==> config.mk <==
export PLATFORM = sky130hd
export DESIGN_NAME = dns_a_record_extractor_top
export DESIGN_NICKNAME = d
export VERILOG_FILES = /design/src/design/dare_pkg.sv /design/src/design/dare_front.sv /design/src/design/dare_queue.sv /design/src/design/dare_back.sv /design/src/design/dns_a_record_extractor_top.sv
export SDC_FILE = /design/constraint.sdc
export NUM_CORES = 1
export LEC_CHECK = 0
export BUFFER_PORTS_ARGS = -buffer_cell sky130_fd_sc_hd__buf_2
export CAP_MARGIN = 30
export CORE_ASPECT_RATIO = 0.75
export CORE_MARGIN = 4
export CORE_UTILIZATION = 50
export CTS_BUF_LIST = sky130_fd_sc_hd__clkbuf_8 sky130_fd_sc_hd__clkbuf_16
export DETAILED_ROUTE_END_ITERATION = 12
export PLACE_DENSITY = 0.68
export REMOVE_ABC_BUFFERS = 1
export SETUP_SLACK_MARGIN = 0.05
export SLEW_MARGIN = 15
export SYNTH_ARGS = -nofsm -noshare
export SYNTH_HDL_FRONTEND = slang
export SYNTH_SLANG_ARGS = --single-unit
==> constraint.sdc <==
create_clock -name i_clk -period 3.26 [get_ports i_clk]
set_clock_uncertainty 0.2 [all_clocks]
set_input_delay 0.489 -clock i_clk [delete_from_list [all_inputs] [get_ports i_clk]]
set_output_delay 0.489 -clock i_clk [all_outputs]
set_load 0.01 [all_outputs]
==> src/design/dare_pkg.sv <==
// Types and constants of the DNS A-record extractor.
package dare_pkg;

    // Parser phases
    typedef enum logic [3:0] {
        PH_PREFIX = 4'd0,
        PH_HEADER = 4'd1,
        PH_QLEN   = 4'd2,
        PH_QLABEL = 4'd3,
        PH_QTAIL  = 4'd4,
        PH_ALEN   = 4'd5,
        PH_ALABEL = 4'd6,
        PH_APTR   = 4'd7,
        PH_AFIX   = 4'd8,
        PH_RDATA  = 4'd9,
        PH_DONE   = 4'd10
    } t_dare_phase;

    // Classified byte as held in the queue
    typedef struct packed {
        logic [7:0] data;
        logic       last;
        logic       is_zero;
        logic       is_ptr;
    } t_dare_entry;

    localparam logic [7:0]  PTR_MASK     = 8'hC0;
    localparam logic [15:0] TYPE_A       = 16'h0001;
    localparam logic [3:0]  PREFIX_LEN   = 4'd2;
    localparam logic [3:0]  HEADER_LEN   = 4'd12;
    localparam logic [3:0]  ANCOUNT_HI   = 4'd6;
    localparam logic [3:0]  ANCOUNT_LO   = 4'd7;
    localparam logic [3:0]  QTAIL_LEN    = 4'd4;
    localparam logic [3:0]  AFIX_TYPE_HI = 4'd0;
    localparam logic [3:0]  AFIX_TYPE_LO = 4'd1;
    localparam logic [3:0]  AFIX_LEN_HI  = 4'd8;
    localparam logic [3:0]  AFIX_LEN_LO  = 4'd9;
    localparam logic [3:0]  AFIX_LEN     = 4'd10;
    localparam logic [3:0]  ADDR_LEN     = 4'd4;

endpackage

==> src/design/dare_front.sv <==
// Front end: takes message bytes and classifies them for the parser.
module dare_front
    import dare_pkg::*;
(
    input  logic        i_in_valid,
    output logic        o_in_ready,
    input  logic [7:0]  i_in_byte,
    input  logic        i_in_last,
    output logic        o_push,
    output t_dare_entry o_entry,
    input  logic        i_q_full
);

    // Request accepted whenever the queue has room
    assign o_in_ready = !i_q_full;
    assign o_push     = i_in_valid && !i_q_full;

    // Byte classification used by the name walkers
    always_comb begin
        o_entry.data    = i_in_byte;
        o_entry.last    = i_in_last;
        o_entry.is_zero = (i_in_byte == 8'h00);
        o_entry.is_ptr  = ((i_in_byte & PTR_MASK) == PTR_MASK);
    end

endmodule

==> src/design/dare_queue.sv <==
// Short FIFO between the classifier and the parser.
module dare_queue
    import dare_pkg::*;
#(
    parameter int DEPTH = 2
) (
    input  logic        i_clk,
    input  logic        i_rst_n,
    input  logic        i_push,
    input  t_dare_entry i_entry,
    output logic        o_full,
    output logic        o_valid,
    input  logic        i_pop,
    output t_dare_entry o_entry
);

    localparam int PW = (DEPTH > 1) ? $clog2(DEPTH) : 1;
    localparam int CW = $clog2(DEPTH + 1);

    t_dare_entry     r_mem [DEPTH];
    logic [PW-1:0]   r_wr_ptr, r_rd_ptr;
    logic [CW-1:0]   r_count;
    logic            w_pop;

    assign o_full  = (r_count == CW'(DEPTH));
    assign o_valid = (r_count != '0);
    assign o_entry = r_mem[r_rd_ptr];
    assign w_pop   = i_pop && o_valid;

    // Storage
    always_ff @(posedge i_clk) begin
        if (i_push) begin
            r_mem[r_wr_ptr] <= i_entry;
        end
    end

    // Pointers and fill count
    always_ff @(posedge i_clk) begin
        if (!i_rst_n) begin
            r_wr_ptr <= '0;
            r_rd_ptr <= '0;
            r_count  <= '0;
        end else begin
            if (i_push) begin
                r_wr_ptr <= (r_wr_ptr == PW'(DEPTH - 1)) ? '0 : r_wr_ptr + 1'b1;
            end
            if (w_pop) begin
                r_rd_ptr <= (r_rd_ptr == PW'(DEPTH - 1)) ? '0 : r_rd_ptr + 1'b1;
            end
            unique case ({i_push, w_pop})
                2'b10:   r_count <= r_count + 1'b1;
                2'b01:   r_count <= r_count - 1'b1;
                default: r_count <= r_count;
            endcase
        end
    end

endmodule

==> src/design/dare_back.sv <==
// Back end: DNS message parser and result register.
module dare_back
    import dare_pkg::*;
(
    input  logic        i_clk,
    input  logic        i_rst_n,
    input  logic        i_tcp_framing,
    input  logic        i_q_valid,
    output logic        o_q_pop,
    input  t_dare_entry i_q_entry,
    output logic        o_out_valid,
    input  logic        i_out_ready,
    output logic [31:0] o_ipv4_address,
    output logic [15:0] o_answer_index
);

    t_dare_phase r_phase, n_phase;
    logic [15:0] r_field_left, n_field_left;
    logic [3:0]  r_pos, n_pos;
    logic [15:0] r_ans_total, n_ans_total;
    logic [15:0] r_ans_done, n_ans_done;
    logic [15:0] r_cur_type, n_cur_type;
    logic [31:0] r_addr, n_addr;
    logic        r_q_nonempty, n_q_nonempty;
    logic        n_emit;

    logic        r_out_valid;
    logic [31:0] r_out_addr;
    logic [15:0] r_out_idx;

    logic        w_pop;
    logic [7:0]  w_b;
    logic [15:0] w_done_inc;
    logic [31:0] w_emit_addr;

    assign w_b         = i_q_entry.data;
    assign w_done_inc  = r_ans_done + 16'd1;
    // Address including the current byte, taken before the answer wraps up
    assign w_emit_addr = {r_addr[23:0], w_b};

    // Take a byte when the result slot is free or being drained
    always_comb begin
        w_pop   = i_q_valid && (!r_out_valid || i_out_ready);
        o_q_pop = w_pop;
    end

    // Parser next state
    always_comb begin
        n_phase      = r_phase;
        n_field_left = r_field_left;
        n_pos        = r_pos;
        n_ans_total  = r_ans_total;
        n_ans_done   = r_ans_done;
        n_cur_type   = r_cur_type;
        n_addr       = r_addr;
        n_q_nonempty = r_q_nonempty;
        n_emit       = 1'b0;

        unique case (r_phase)
            PH_PREFIX: begin
                n_pos = r_pos + 4'd1;
                if (n_pos >= PREFIX_LEN) begin
                    n_pos   = '0;
                    n_phase = PH_HEADER;
                end
            end
            PH_HEADER: begin
                if (r_pos == ANCOUNT_HI) begin
                    n_ans_total = {w_b, r_ans_total[7:0]};
                end else if (r_pos == ANCOUNT_LO) begin
                    n_ans_total = {r_ans_total[15:8], w_b};
                end
                n_pos = r_pos + 4'd1;
                if (n_pos >= HEADER_LEN) begin
                    n_pos   = '0;
                    n_phase = PH_QLEN;
                end
            end
            PH_QLEN: begin
                if (i_q_entry.is_zero) begin
                    n_pos   = '0;
                    n_phase = r_q_nonempty ? PH_QTAIL : PH_DONE;
                end else begin
                    n_q_nonempty = 1'b1;
                    n_field_left = {8'h00, w_b};
                    n_phase      = PH_QLABEL;
                end
            end
            PH_QLABEL: begin
                n_field_left = r_field_left - 16'd1;
                if (n_field_left == '0) begin
                    n_phase = PH_QLEN;
                end
            end
            PH_QTAIL: begin
                n_pos = r_pos + 4'd1;
                if (n_pos >= QTAIL_LEN) begin
                    n_pos   = '0;
                    n_phase = (r_ans_total == '0) ? PH_DONE : PH_ALEN;
                end
            end
            PH_ALEN: begin
                priority if (i_q_entry.is_ptr) begin
                    n_phase = PH_APTR;
                end else if (i_q_entry.is_zero) begin
                    n_pos   = '0;
                    n_phase = PH_AFIX;
                end else begin
                    n_field_left = {8'h00, w_b};
                    n_phase      = PH_ALABEL;
                end
            end
            PH_ALABEL: begin
                n_field_left = r_field_left - 16'd1;
                if (n_field_left == '0) begin
                    n_phase = PH_ALEN;
                end
            end
            PH_APTR: begin
                n_pos   = '0;
                n_phase = PH_AFIX;
            end
            PH_AFIX: begin
                if (r_pos == AFIX_TYPE_HI) begin
                    n_cur_type = {w_b, 8'h00};
                end else if (r_pos == AFIX_TYPE_LO) begin
                    n_cur_type = {r_cur_type[15:8], w_b};
                end else if (r_pos == AFIX_LEN_HI) begin
                    n_field_left = {w_b, 8'h00};
                end else if (r_pos == AFIX_LEN_LO) begin
                    n_field_left = {r_field_left[15:8], w_b};
                end
                n_pos = r_pos + 4'd1;
                if (n_pos >= AFIX_LEN) begin
                    n_pos  = '0;
                    n_addr = '0;
                    if (n_field_left == '0) begin
                        // empty record data ends the answer at once
                        n_ans_done = w_done_inc;
                        n_phase    = (w_done_inc == r_ans_total) ? PH_DONE : PH_ALEN;
                    end else begin
                        n_phase = PH_RDATA;
                    end
                end
            end
            PH_RDATA: begin
                if (r_cur_type == TYPE_A && r_pos < ADDR_LEN) begin
                    n_addr = w_emit_addr;
                    n_pos  = r_pos + 4'd1;
                    n_emit = (n_pos == ADDR_LEN);
                end
                n_field_left = r_field_left - 16'd1;
                if (n_field_left == '0) begin
                    n_ans_done = w_done_inc;
                    n_pos      = '0;
                    n_addr     = '0;
                    n_phase    = (w_done_inc == r_ans_total) ? PH_DONE : PH_ALEN;
                end
            end
            PH_DONE: begin
                n_phase = PH_DONE;
            end
            default: begin
                n_phase = PH_DONE;
            end
        endcase

        // Final byte restarts the parser for the next message
        if (i_q_entry.last) begin
            n_phase      = i_tcp_framing ? PH_PREFIX : PH_HEADER;
            n_field_left = '0;
            n_pos        = '0;
            n_ans_total  = '0;
            n_ans_done   = '0;
            n_cur_type   = '0;
            n_addr       = '0;
            n_q_nonempty = 1'b0;
        end
    end

    // Parser registers
    always_ff @(posedge i_clk) begin
        if (!i_rst_n) begin
            r_phase      <= PH_HEADER;
            r_field_left <= '0;
            r_pos        <= '0;
            r_ans_total  <= '0;
            r_ans_done   <= '0;
            r_cur_type   <= '0;
            r_addr       <= '0;
            r_q_nonempty <= 1'b0;
        end else if (w_pop) begin
            r_phase      <= n_phase;
            r_field_left <= n_field_left;
            r_pos        <= n_pos;
            r_ans_total  <= n_ans_total;
            r_ans_done   <= n_ans_done;
            r_cur_type   <= n_cur_type;
            r_addr       <= n_addr;
            r_q_nonempty <= n_q_nonempty;
        end
    end

    // Result register
    always_ff @(posedge i_clk) begin
        if (!i_rst_n) begin
            r_out_valid <= 1'b0;
        end else if (w_pop && n_emit) begin
            r_out_valid <= 1'b1;
        end else if (i_out_ready) begin
            r_out_valid <= 1'b0;
        end
    end

    always_ff @(posedge i_clk) begin
        if (w_pop && n_emit) begin
            r_out_addr <= w_emit_addr;
            r_out_idx  <= r_ans_done;
        end
    end

    assign o_out_valid    = r_out_valid;
    assign o_ipv4_address = r_out_addr;
    assign o_answer_index = r_out_idx;

endmodule

==> src/design/dns_a_record_extractor_top.sv <==
// A byte that completes an A record passes through the queue, then the result register.
// Throughput: one byte per cycle unless output stalls; the parser steps once per byte.
// The two-entry queue and the result register let input and output stall on their own.
// Reset (synchronous, active low) empties the queue and result slot, clears
// tcp_framing and starts the parser in the header phase.
module dns_a_record_extractor_top
    import dare_pkg::*;
#(
    parameter int QUEUE_DEPTH = 2
) (
    input  logic        i_clk,
    input  logic        i_rst_n,
    input  logic        i_cfg_we,
    input  logic        i_cfg_data,
    input  logic        i_in_valid,
    output logic        o_in_ready,
    input  logic [7:0]  i_in_byte,
    input  logic        i_in_last,
    output logic        o_out_valid,
    input  logic        i_out_ready,
    output logic [31:0] o_ipv4_address,
    output logic [15:0] o_answer_index
);

    logic        r_tcp_framing;
    logic        w_push, w_full, w_q_valid, w_q_pop;
    t_dare_entry w_push_entry, w_q_entry;

    // Configuration register
    always_ff @(posedge i_clk) begin
        if (!i_rst_n) begin
            r_tcp_framing <= 1'b0;
        end else if (i_cfg_we) begin
            r_tcp_framing <= i_cfg_data;
        end
    end

    dare_front u_front (
        .i_in_valid (i_in_valid),
        .o_in_ready (o_in_ready),
        .i_in_byte  (i_in_byte),
        .i_in_last  (i_in_last),
        .o_push     (w_push),
        .o_entry    (w_push_entry),
        .i_q_full   (w_full)
    );

    dare_queue #(.DEPTH(QUEUE_DEPTH)) u_queue (
        .i_clk   (i_clk),
        .i_rst_n (i_rst_n),
        .i_push  (w_push),
        .i_entry (w_push_entry),
        .o_full  (w_full),
        .o_valid (w_q_valid),
        .i_pop   (w_q_pop),
        .o_entry (w_q_entry)
    );

    dare_back u_back (
        .i_clk          (i_clk),
        .i_rst_n        (i_rst_n),
        .i_tcp_framing  (r_tcp_framing),
        .i_q_valid      (w_q_valid),
        .o_q_pop        (w_q_pop),
        .i_q_entry      (w_q_entry),
        .o_out_valid    (o_out_valid),
        .i_out_ready    (i_out_ready),
        .o_ipv4_address (o_ipv4_address),
        .o_answer_index (o_answer_index)
    );

endmodule

== After elaboration in Yosys (flattened, before gate mapping) ==
Memory sizes are Yosys's and may differ from the RTL's. A register that Yosys moved wholly into a read port is not among the register bits.
Cells that the tools add are included.
Word-level totals
  RAM bits: 22
  output and inout port bits: 50
  memories kept: 1
  input port bits: 15
  word-level logic and storage cells: 169
  register bits: 151
Cells by class
  order comparisons: 5
  equal/unequal tests: 33
  muxes and demuxes: 68
  reduce and logical (&&, ||, !) cells: 38
  $add $sub $neg: 7
Memory list
  u_queue.r_mem: depth 2, width 11, rd ports 1, clocked after Yosys merged registers in 1, write ports 1, RTL line dare_queue.sv:20  | t_dare_entry r_mem [DEPTH];
Operators by type and width (number)
  $mux 16: 17
  $mux 24: 4
  $mux 4: 24
  $pmux 16 s4: 1
  $logic_not 16->1: 3
  $pmux 24 s2: 1
  $pmux 4 s10: 1
  $pmux 16 s2: 1
  $pmux 4 s8: 1
  $eq 4x3->1 const B: 7
  $mux 8: 3
  $ne 3x1->1 const B: 8
  $reduce_bool 2->1: 9
  $add 16x1->16 const B: 1
  $eq 16x1->1 const B: 1
  $eq 16x16->1: 1
  $eq 4x4->1 const B: 4
  $sub 16x1->16 const B: 1
  $reduce_and 3->1: 5
  $mux 1: 14
  $reduce_and 4->1: 3
  $reduce_bool 9->1: 1
  $eq 4x1->1 const B: 2
  $eq 4x2->1 const B: 2
  24 further kinds: 36

== Longest topological paths before layout ==
Gate-level depths: netlist of run 1.
  depth after elaboration: 11
  mapped depth: 13
  depth with buffers taken out: 9

== Hierarchy ==
From an unflattened synthesis of run 1, not the netlist that was laid out.
Second synthesis, totals
  cell total of the unflattened synthesis: 892
  area total of the unflattened synthesis: 8753.4 µm²
Modules (own cells, without submodules)
  dare_back: area an instance 7598.5 µm², cells an instance 817, instances 1, sequential area each 3403.3 µm²
  dare_queue: area an instance 1016.0 µm², cells an instance 57, instances 1, sequential area each 760.7 µm²
  dare_front: area an instance 102.6 µm², cells an instance 15, instances 1, sequential area each 0.0 µm²
  dns_a_record_extractor_top: area an instance 36.3 µm², cells an instance 3, instances 1, sequential area each 20.0 µm²

== Least setup slack after synthesis of run 1 ==
OpenSTA, ideal clock, no wires.
  path type: register -> register
  start point: register u_back.r_field_left[0]
  end point: register u_back.r_ans_done[9]
  cell stages (with the launch flop): 13
  setup time: 0.074 ns
  path buffers: 3
  path slack: 0.326 ns
  arrival: 2.660 ns
  required time: 2.986 ns
  period minus slack after synthesis: 2.934 ns
  path through: dfxtp_1 clkbuf_1 inv_1 ha_1 or3b_4 o31ai_1 nand4_2 nor3_4 a21o_1 buf_6 buf_8 nand4_1 a31oi_1
Between the ends
  longest elaborated chain between the ends: 8
  elaborated cells between the ends (all ways): 11
  classes of those cells: add/sub (1); eq/ne (2); mux (5); reduce/logical (3)
Ends and longest elaborated chain
  start, declared: RTL line dare_back.sv:18  | logic [15:0] r_field_left, n_field_left;
  start signal, assigned: RTL line dare_back.sv:194  | r_field_left <= n_field_left;
  branches (longest 7 deep; another with $sub 16x1->16)
  $reduce_and 5->1 (no source line) (*)
  end signal, assigned: RTL line dare_back.sv:197  | r_ans_done <= n_ans_done;
  end, declared: RTL line dare_back.sv:21  | logic [15:0] r_ans_done, n_ans_done;
Mark *: on every way between the ends. The select of a mux whose other input is x is not followed.
A chain may end at the register's enable or synchronous reset.

== Worst setup path after layout of run 1 ==
  start point: register u_back.r_field_left[1]
  end point: register u_back.r_addr[2]
Between the ends
  longest elaborated chain between the ends: 5
  elaborated cells between the ends (all ways): 7
  classes of those cells: add/sub (1); eq/ne (1); mux (3); reduce/logical (2)
Ends and longest elaborated chain
  $sub 16x1->16 (*): RTL line dare_back.sv:152  | n_field_left = r_field_left - 16'd1;
  $logic_not 16->1 (*): RTL line dare_back.sv:153  | if (n_field_left == '0) begin
  $mux 24: RTL line dare_back.sv:153
  $pmux 24 s2: RTL line dare_back.sv:59  | unique case (r_phase)
  $mux 24: RTL line dare_back.sv:169  | if (i_q_entry.last) begin
  end signal, assigned: RTL line dare_back.sv:199  | r_addr <= n_addr;
  end, declared: RTL line dare_back.sv:23  | logic [31:0] r_addr, n_addr;
Mark *: on every way between the ends. The rest lies on a longest branch, timed or not.

==> results.md, run 1 <==
* Status: finished clean
* Async SR Flop Fraction at 0%
* Detailed Place HPWL at about 16 mm
* Seq/Total Area, Yosys at a little under half
* Flops & latches, synth at approximately 170
* Relative slew slack at between 40% and 50%
* Final ANT Viol Nets at 0
* CTS Hold Bufs at 0
* Power Total at around 6.9 mW
* Max Buffers Root-to-Sink at 2
* Clock-pin slew on the worst setup and hold paths at roughly 0.080 ns
* CTS Sinks at around 170
* Synth Flop Type: dfxtp_1
* Overflow after GRT at 0
* Number of diodes at 0
* Setup TNS at 0 ns
* Die X at ~160 um
* Layout cell share with drive strength beyond 1 at between 15 and 20%
* First-pass GRT wire length at ~39 mm
* HP Class: in -> reg
* Number of synthesized flops with an enable pin at 70
* I/O Buffers at 64
* Worst VDD drop at between 0.3 and 0.4 mV
* Tcrit/Tclk final at a little over nine tenths
* Synth Warn # at 0
* Die area at 19800 um^2
* Worst setup margin at between 0.2 and 0.25 ns
* Residual DRC at 0
* Crit Path Class: reg -> reg
* Fmax at ~330 MHz
* Final Hold Viols at 0
* Cell row count at 41
* Avg Cell Area, Syn at between 9 and 10 um^2
* Detailed-router iteration count before antenna repair at 5
* Critical path launch point type: flip-flop
* Placer Congestion at 0.970
* Core ar. at ~17000 um^2
* CP startpoint: u_back.r_field_left[1]
* Clock Latency Late Sink at 0.44 ns
* RSZ-0062 raised after global routing: yes
* Total power divided by cell area at about 670 nW/um^2
* Vias in the first global route at 7182
* Worst Path Max Fanout at 20
* Most frequent cells in the layout: dfxtp_1 (103), nor2_1 (99), nand2_1 (91), a21oi_1 (82), edfxtp_1 (70)
* Final count of pins violating max slew at 0
* Vias per cell at between 6 and 7
* Hold_sp: i_in_byte[0]
* TritonCTS Buffers at 17
* Pin count of the biggest net entering global routing at 64
* # nets final at approximately 1100
* CTS root buf: clkbuf_16
* CP endpoint kind: flip-flop
* WL per Instance at about 19 um
* Leading cell type in the layout, fill and taps excluded: dfxtp_1
* Placed cells at 1251
* Initial Util at roughly half
* Area growth, synth to finish at 17.0%
* CTS H-tree depth at 4
* GRT Resource Usage Total at 24.4%
* I/O Pins at between 60 and 70
* Initial DRC count at 883
* Worst Max-Slew Pin Slew at 0.765 ns
* # setup viols final at 0
* Leak at 3.60 nW
* Total number of vias at about 8000
* Distinct cells, synth at 80
* Chip Height at between 100 and 150 um
* Netlist Area Pre-Place at 8820 um^2
* Synthesized instance count at a little under 1000
* Req. time, crit path at between 3 and 4 ns
* Post-Layout Cell Count at between 1000 and 1500
* Crit path DAT at between 3 and 4 ns
* Tmin final at 3.05 ns
* CTS tree: done
* Worst r2r src: u_back.r_field_left[1]
* Initial antenna violation count at 0
* Hold_ws at ~0.052 ns
* Pre-CTS WS at between 0.05 and 0.06 ns
* Post-Route WL at around 24 mm
* Max cap viols at 0
[worst paths after layout]
kind	end	slack, ns	depth (start not counted)
setup / recovery	u_back.r_addr[2]	0.21	11
hold / removal	u_queue.r_mem[1][3]	0.05	1
setup reg to reg	u_back.r_addr[2]	0.21	11
hold reg to reg	u_back.o_ipv4_address[29]	0.23	0
[layer usage]
layer	track usage [%]	vias up	part of all wire (%)
met3	6.10	40	9.5
met5	0	-	0
met1	37.0	3737	47
li1	-	3752	-
met2	34.2	375	41
met4	7.51	0	2.0
[layout make-up]
class | instances | area, um^2
Sequential cell | 174 | 4190
Timing Repair Buffer | 121 | 818
Clock buffer | 17 | 425
Fill cell | 1441 | 6770
Tap cell | 236 | 295
Inverter | 20 | 75.1
Multi-Input combinational cell | 702 | 4300
Clock inverter | 15 | 210
[kinds of logic after synthesis]
family	share of synthesized area (%)
flops	47.4
xor+xnor	3.38
simple gates	21.8
mux	2.65
buf+inv	4.47
fa+ha+maj	1.14
compound gates	19.1
[metrics by stage]
stage          cell area [um^2]  util, %
2_1_floorplan              8500        -
3_3_place_gp               9600     56.2
3_5_place_dp               9600     56.2
4_1_cts                   10200     59.9
5_1_grt                   10300     60.4
6_report                  10300     60.4
[state kept, by name, indices dropped and copies added, names as in the netlist, named ones only]
register and count:
u_back.o_ipv4_address 32, u_back.r_addr 24, u_queue.r_mem 22, u_back.o_answer_index 16
u_back.r_ans_done 16, u_back.r_ans_total 16, u_back.r_cur_type 16, u_back.r_field_left 16
u_back.r_phase 4, u_back.r_pos 4, u_queue.r_count 2, r_tcp_framing 1
u_back.o_out_valid 1, u_back.r_q_nonempty 1, u_queue.r_rd_ptr 1, u_queue.r_wr_ptr 1
[synthesized netlist by cell type, types with 6 or more instances]
cell	count	area, um^2
o21ai_0	42	210
o22ai_1	7	43.8
nand3_1	26	130
edfxtp_1	70	2100
buf_2	9	45.0
nor2_1	99	372
nand4_1	22	138
o211ai_1	9	67.6
a22oi_1	12	90.1
o21ai_1	21	105
a31oi_1	9	56.3
ha_1	8	100
nor4_1	18	113
a21oi_1	83	415
clkbuf_1	46	173
dfxtp_1	104	2080
o221ai_1	7	61.3
a31o_2	7	61.3
o31ai_1	7	52.6
or3_1	12	75.1
o311ai_0	9	78.8
buf_6	6	67.6
and3_1	9	56.3
inv_1	18	67.6
mux2i_1	20	200
nor2b_1	8	50.1
xnor2_1	20	175
nand2_1	91	342
nor3_1	43	215
xor2_1	14	123
[worst max-delay path, stage by stage (launching register included)]
cell and delay [ns]:
dfxtp_1 0.31, inv_1 0.10, ha_2 0.23, or3b_4 0.41, or4_1 0.47, nand4_2 0.19, nor3_4 0.07, buf_12 0.17
a211oi_4 0.33, buf_8 0.23, o21ai_0 0.12, a21oi_1 0.16
[power breakdown]
group          internal [mW]  switching, mW  total (mW)
Clock                   1.12           1.01        2.13
Sequential              2.39          0.153        2.54
Combinational          0.786           1.44        2.22
Total                   4.29           2.60        6.89
[repair_timing]
item | 4_1_cts | 5_1_grt
endpoints found under the setup margin | 1 | 21
resized for setup | 0 | 11
buffers inserted | 0 | 2
pin swaps | 1 | 2
Power figures use the tool's default switching activity.
==> run 2, diff against run 1 <==
- HOLD_SLACK_MARGIN: unset -> 0.08
- REMOVE_ABC_BUFFERS: 1 -> unset
- SKIP_LAST_GASP: unset -> 1
==> run 2 against run 1 <==
- combinational power hardly changed
- critical path depth is 2 higher
- sequential power hardly changed
- die area stayed put
- sequential cell count stayed put
- via count is 1.7% higher
- global-route usage is 0.33 points higher
- cell area is 0.98% higher
- clock power is 3% higher
- register-to-register slack worse by 0.05 ns
- final cell count is 0.62% higher
- critical endpoint is now u_back.r_addr[12]
- largest power group unchanged
==> results.md, run 2 (synthesized netlist as in run 1, its figures left out) <==
* Worst path bufs/invs at 5
* Clock-pin slew on the worst setup and hold paths at 0.07 ns
* CTS root buf: clkbuf_16
* Overflow after GRT at 0
* Initial Util at about half
* Critical path launch point type: flip-flop
* Final ANT Viol Nets at 0
* Relative slew slack at between 30% and 40%
* # setup viols final at 0
* Final count of pins violating max slew at 0
* Tcrit/Tclk final at between 90% and 100%
* CTS tree: done
* # nets final at about 1100
* Worst setup margin at around 0.15 ns
* CP startpoint: u_back.r_field_left[1]
* Reg-to-reg critical path endpoint: u_back.r_addr[12]
* Max Buffers Root-to-Sink at 2
* Post-Syn Nets at 985
* Crit Path Class: reg -> reg
* Setup TNS at 0 ns
* Detailed Place HPWL at between 15 and 20 mm
* Worst r2r src: u_back.r_field_left[1]
* Worst path max stage delay at between 0.4 and 0.5 ns
* Die X at roughly 160 um
* Leak at approximately 3.6 nW
* Max cap viols at 0
* Pre-CTS WS at 0.0180 ns
* Crit path DAT at around 3.3 ns
* Post-Route WL at 24.7 mm
* Leading cell type in the layout, fill and taps excluded: dfxtp_1
* Total power divided by cell area at 670 nW/um^2
* Worst VDD drop at 0.591 mV
* I/O Buffers at between 60 and 70
* Most frequent cells in the layout: dfxtp_1 (104), nor2_1 (99), nand2_1 (91), a21oi_1 (83), edfxtp_1 (70)
* CTS Sinks at ~170
* Core ar. at roughly 17000 um^2
* CP endpoint kind: flip-flop
* TritonCTS Buffers at 17
* GRT Resource Usage Total at 24.8%
* Fmax at 322 MHz
* Max reg flops at 32
* Status: finished clean
* Residual DRC at 0
* Number of diodes at 0
* R2R depth at 13
* Placer Congestion at approximately 1
* Vias per cell at a little over 6
* Cell family with most CP delay: simple AND/OR/NAND/NOR gates
* Initial DRC count at around 830
* Cell row count at a little over 40
* Final Hold Viols at 0
* Hold Crit Depth at 3
* Vias in the first global route at 7356
* Area growth, synth to finish at 18.1%
* Initial antenna violation count at 0
* Critical path cell sequence: inv_1, ha_2, or3b_4, or4_4, nand4_4, nor3_4, buf_12, buf_4, a211oi_4, buf_4, buf_12, nand2_1, a21oi_1
* WL per Instance at about 19 um
* Tmin final at between 3 and 4 ns
* Worst reg-to-reg setup slack at between 0.15 and 0.2 ns
* Hold_sp: i_cfg_data
* Slowest-stage cell, CP: or4_4
* HP Class: in -> reg
* Clock Latency Late Sink at around 0.43 ns
* Post-Route Utilization at about three fifths
* Die area at 19800 um^2
* Layout cell share with drive strength beyond 1 at around 18%
* Detailed-router iteration count before antenna repair at 6
* Req. time, crit path at ~3.4 ns
* Worst Path Max Fanout at 12
* End of the worst hold path: r_tcp_framing
* I/O Pins at 65
* Pin count of the biggest net entering global routing at a little under 50
* Total number of vias at roughly 8000
* First-pass GRT wire length at just under 40 mm
* RSZ-0062 raised after global routing: no
* Chip Height at between 100 and 150 um
* Worst Max-Slew Pin Slew at between 0.9 and 1 ns
* CTS H-tree depth at 4
==> run 2: report_power, final <==
part / internal (mW) / switching [mW]
registers: 2.39 / 0.155
logic: 0.800 / 1.45
clock network: 1.19 / 0.998
total: 4.37 / 2.61
==> run 2: cell type report <==
type / count / area, um^2
multi-input combinational: 702 / 4300
timing repair buffer: 129 / 915
sequential: 174 / 4180
clock inverter: 15 / 221
tap: 236 / 295
clock buffer: 17 / 425
fill: 1428 / 6670
inverter: 20 / 75.1
==> run 2: worst max-delay path by stage <==
stage	endpoint	slack, ns	cells after the start
2_1_floorplan	u_back.r_ans_done[9]	0.33	12
3_3_place_gp	u_back.r_ans_done[10]	0.18	9
3_5_place_dp	u_back.r_ans_done[7]	0.02	9
4_1_cts	u_back.r_ans_done[7]	0.06	9
5_1_grt	u_back.r_addr[10]	0.03	13
6_report	u_back.r_addr[12]	0.15	13
==> run 2: tightest hold or removal path: cells and delay by family <==
family / cells / cell delay, ns
buf+inv: 1 / 0.07
simple gates: 1 / 0.07
mux: 1 / 0.06
==> run 2: repair_timing <==
action,4_1_cts,5_1_grt
gates resized for setup,0,11
hold buffers,9,0
endpoints found under the hold margin,18,0
endpoints found under the setup margin,2,47
gates cloned,0,2
buffers inserted,0,4
pin swaps,1,4
==> run 2: metrics by stage <==
stage | total power [mW] | area (um^2) | hold WS, ns | instances
after CTS | 6.87 | 10300 | 0.0910 | 1286
after global placement | 4.68 | 9550 | 0.214 | 1245
after global routing | 7.28 | 10400 | 0.129 | 1293
after detailed placement | 4.69 | 9550 | 0.212 | 1245
final | 6.98 | 10400 | 0.0996 | 1293
after floorplan | 3.96 | 8820 | 0.205 | 962
==> run 2: per-layer routing <==
metal	GRT usage (%)	part of all wire [%]	vias up
met3	4.53	9.3	59
li1	-	-	3764
met1	37.7	46	3787
met2	36.1	43	428
met4	6.93	1.9	0
met5	0	0	-
==> run 3, diff against run 2 <==
- SYNTH_HIERARCHICAL: unset -> 1
==> run 3 against run 2 <==
- critical path type unchanged
- sequential cell count unchanged
- maximum frequency decreased by 2.7%
- final cell count decreased by 4.5%
- largest power group unchanged
- worst setup slack got worse by 0.085 ns
- utilization increased by 0.31 points
- critical path depth decreased by 3
==> results.md, run 3 <==
* Area of the multi-input gates at approximately 4200 um^2
* Post-Route WL at 23.6 mm
* Max reg flops at 32
* HP Class: in -> reg
* Netlist Area Pre-Place at about 9000 um^2
* Dpl cell area at between 9000 and 10000 um^2
* Worst Path Max Fanout at 5
* Flops & latches, synth at between 150 and 200
* Crit path top cell by count: or4b_4
* Synth top area share at ~24%
* Leak at between 3 and 4 nW
* GRT Resource Usage Total at around a quarter
* Seq/Total Area, Yosys at 47.8%
* Initial antenna violation count at 0
* Hold Crit Depth at 3
* Number of diodes at 0
* Largest area contributor in the netlist: edfxtp_1
* Final Hold Viols at 0
* Filler cells at about 1400
* Total number of vias at 7457
* Fmax at around 310 MHz
* Worst Max-Slew Pin Slew at around 0.70 ns
* Post-Syn Nets at 915
* Top-count cell post-synth: dfxtp_1
* Synth top area cells: edfxtp_1 (24%), dfxtp_1 (24%), nand3_1 (3.3%)
* Detailed Place HPWL at ~16 mm
* Crit Path Class: reg -> reg
* Distinct cells, synth at 81
* CP endpoint kind: flip-flop
* First-pass GRT wire length at ~37 mm
* Crit path DAT at roughly 3.4 ns
* # nets final at 1009
* Die X at 161 um
* Number of synthesized flops with an enable pin at 70
* Final ANT Viol Nets at 0
* Initial DRC count at between 800 and 900
* Clock-pin slew on the worst setup and hold paths at around 0.07 ns
* WL per Instance at 19.1 um
* CTS tree: done
* Synthesized instance count at 892
* Worst path max stage delay at just over 0.5 ns
* RSZ-0062 raised after global routing: yes
* Core ar. at ~17000 um^2
* Max Buffers Root-to-Sink at 2
* Detailed-router iteration count before antenna repair at 6
* TritonCTS Buffers at 17
* I/O Buffers at 64
* Top post-synthesis cells by count: dfxtp_1 (104), edfxtp_1 (70), nand2_1 (64), nand3_1 (58), nor2_1 (50)
* Power Total at around 6.7 mW
* Slowest-stage cell, CP: or4b_4
* Synth Flop Type: dfxtp_1
* Async SR Flop Fraction at 0%
* Pin count of the biggest net entering global routing at 38
* FF/Latch Area at approximately 4200 um^2
* # setup viols final at 0
* Chip Height at ~120 um
* Vias per cell at 6.04
* Critical path launch point type: flip-flop
* Critical path cell sequence: inv_2, ha_4, or4b_4, or4b_4, a21oi_4, o2111ai_2, o21ai_2, nand4_4, or4_4, a21boi_2
* Synth Warn # at 6
* CTS root buf: clkbuf_16
* Req. time, crit path at 3.43 ns
* Clock Latency Late Sink at ~0.43 ns
* Avg Cell Area, Syn at approximately 9.8 um^2
* Cell row count at 41
* Leading cell type in the layout, fill and taps excluded: dfxtp_1
* Die area at 19700 um^2
* Initial Util at around 52%
* Placer Congestion at 0.986
* Final count of pins violating max slew at 0
* CTS H-tree depth at 4
* Tcrit/Tclk final at 98.0%
* R2R depth at 10
* I/O Pins at 65
* CTS Sinks at 174
* Layout cell share with drive strength beyond 1 at 21.9%
* Worst VDD drop at ~0.41 mV
* Final instance area at ~10000 um^2
* Overflow after GRT at 0
* Vias in the first global route at 6669
* Residual DRC at 0
* Status: finished clean
* Total power divided by cell area at between 600 and 700 nW/um^2
* Tmin final at between 3 and 4 ns
* Area growth, synth to finish at 18.9%
* Most frequent cells in the layout: dfxtp_1 (102), edfxtp_1 (70), buf_4 (69), buf_2 (64), nand2_1 (64)
* Relative slew slack at roughly 53%
* Max cap viols at 0
[run 3: changes by cell type in the layout (fill, tap and decap cells not counted), moves of 20 or more]
cell,change
nand2_1,-27
a21boi_0,+28
nand3_1,+32
nor2_1,-51
buf_4,+20
a21oi_1,-51
nor2b_1,+25
nor3_1,-29
a22o_1,+24
[run 3: per-layer routing]
metal  track usage, %  share of wire [%]  up-vias
met5                0                  0        -
met4             6.23                1.5        0
met3             4.43                7.9       27
met2             33.8                 42      344
met1             37.0                 49     3550
li1                 -                  -     3536
[run 3: report_power, final]
part / internal, mW / switching, mW / total (mW) / leakage (nW)
clock network: 1.24 / 0.954 / 2.20 / 0.315
registers: 2.38 / 0.101 / 2.48 / 1.44
logic: 0.756 / 1.29 / 2.04 / 2.01
[run 3: cell type report]
cell class                 count  area share [%]
clock buffer                  19            4.46
clock inverter                13            1.83
inverter                      18           0.649
multi-input combinational    626            40.1
sequential                   174            40.2
tap                          236            2.84
timing repair buffer         149            9.93
[run 3: path summary, 6_finish.rpt]
| kind | endpoint | slack [ns] | start |
|---|---|---|---|
| hold / removal | r_tcp_framing | 0.13 | i_cfg_data |
| setup reg to reg | u_back/r_ans_done[5] | 0.07 | u_back/r_field_left[0] |
| hold reg to reg | u_back/o_ipv4_address[27] | 0.23 | u_back/r_addr[19] |
| setup / recovery | u_back/r_ans_done[5] | 0.07 | u_back/r_field_left[0] |
[run 3: logic make-up after synthesis]
group | synth area share (%)
simple gates | 19.3
compound gates | 21.0
xor+xnor | 2.80
mux | 2.23
fa+ha+maj | 1.14
flops | 47.8
buf+inv | 5.75
[run 3: what timing repair did]
item | 4_1_cts | 5_1_grt
cloned | 1 | 0
buffers inserted | 6 | 2
endpoints found under the hold margin | 18 | 0
hold buffers | 9 | 0
pin swaps | 4 | 9
setup endpoints to repair | 15 | 48
resized for setup | 4 | 21
[run 3: per-stage QoR]
stage	hold WS, ns	std cells	utilization, %	TNS, ns	setup slack, ns
5_1_grt	0.148	1235	61.3	-0.0272	-0.0140
6_report	0.131	1235	61.3	0	0.0662
4_1_cts	0.130	1235	60.8	0	0.0347
2_1_floorplan	0.206	892	-	0	0.0657
3_5_place_dp	0.221	1187	55.9	-1.08	-0.170
3_3_place_gp	0.218	1187	55.9	-0.179	-0.0806
[run 3: worst max-delay path: cells and delay by family, from the launching register on]
kind / cells / cell delay (ns)
simple gates: 4 / 1.65
buf+inv: 1 / 0.08
flops: 1 / 0.33
compound gates: 4 / 0.74
fa+ha+maj: 1 / 0.14
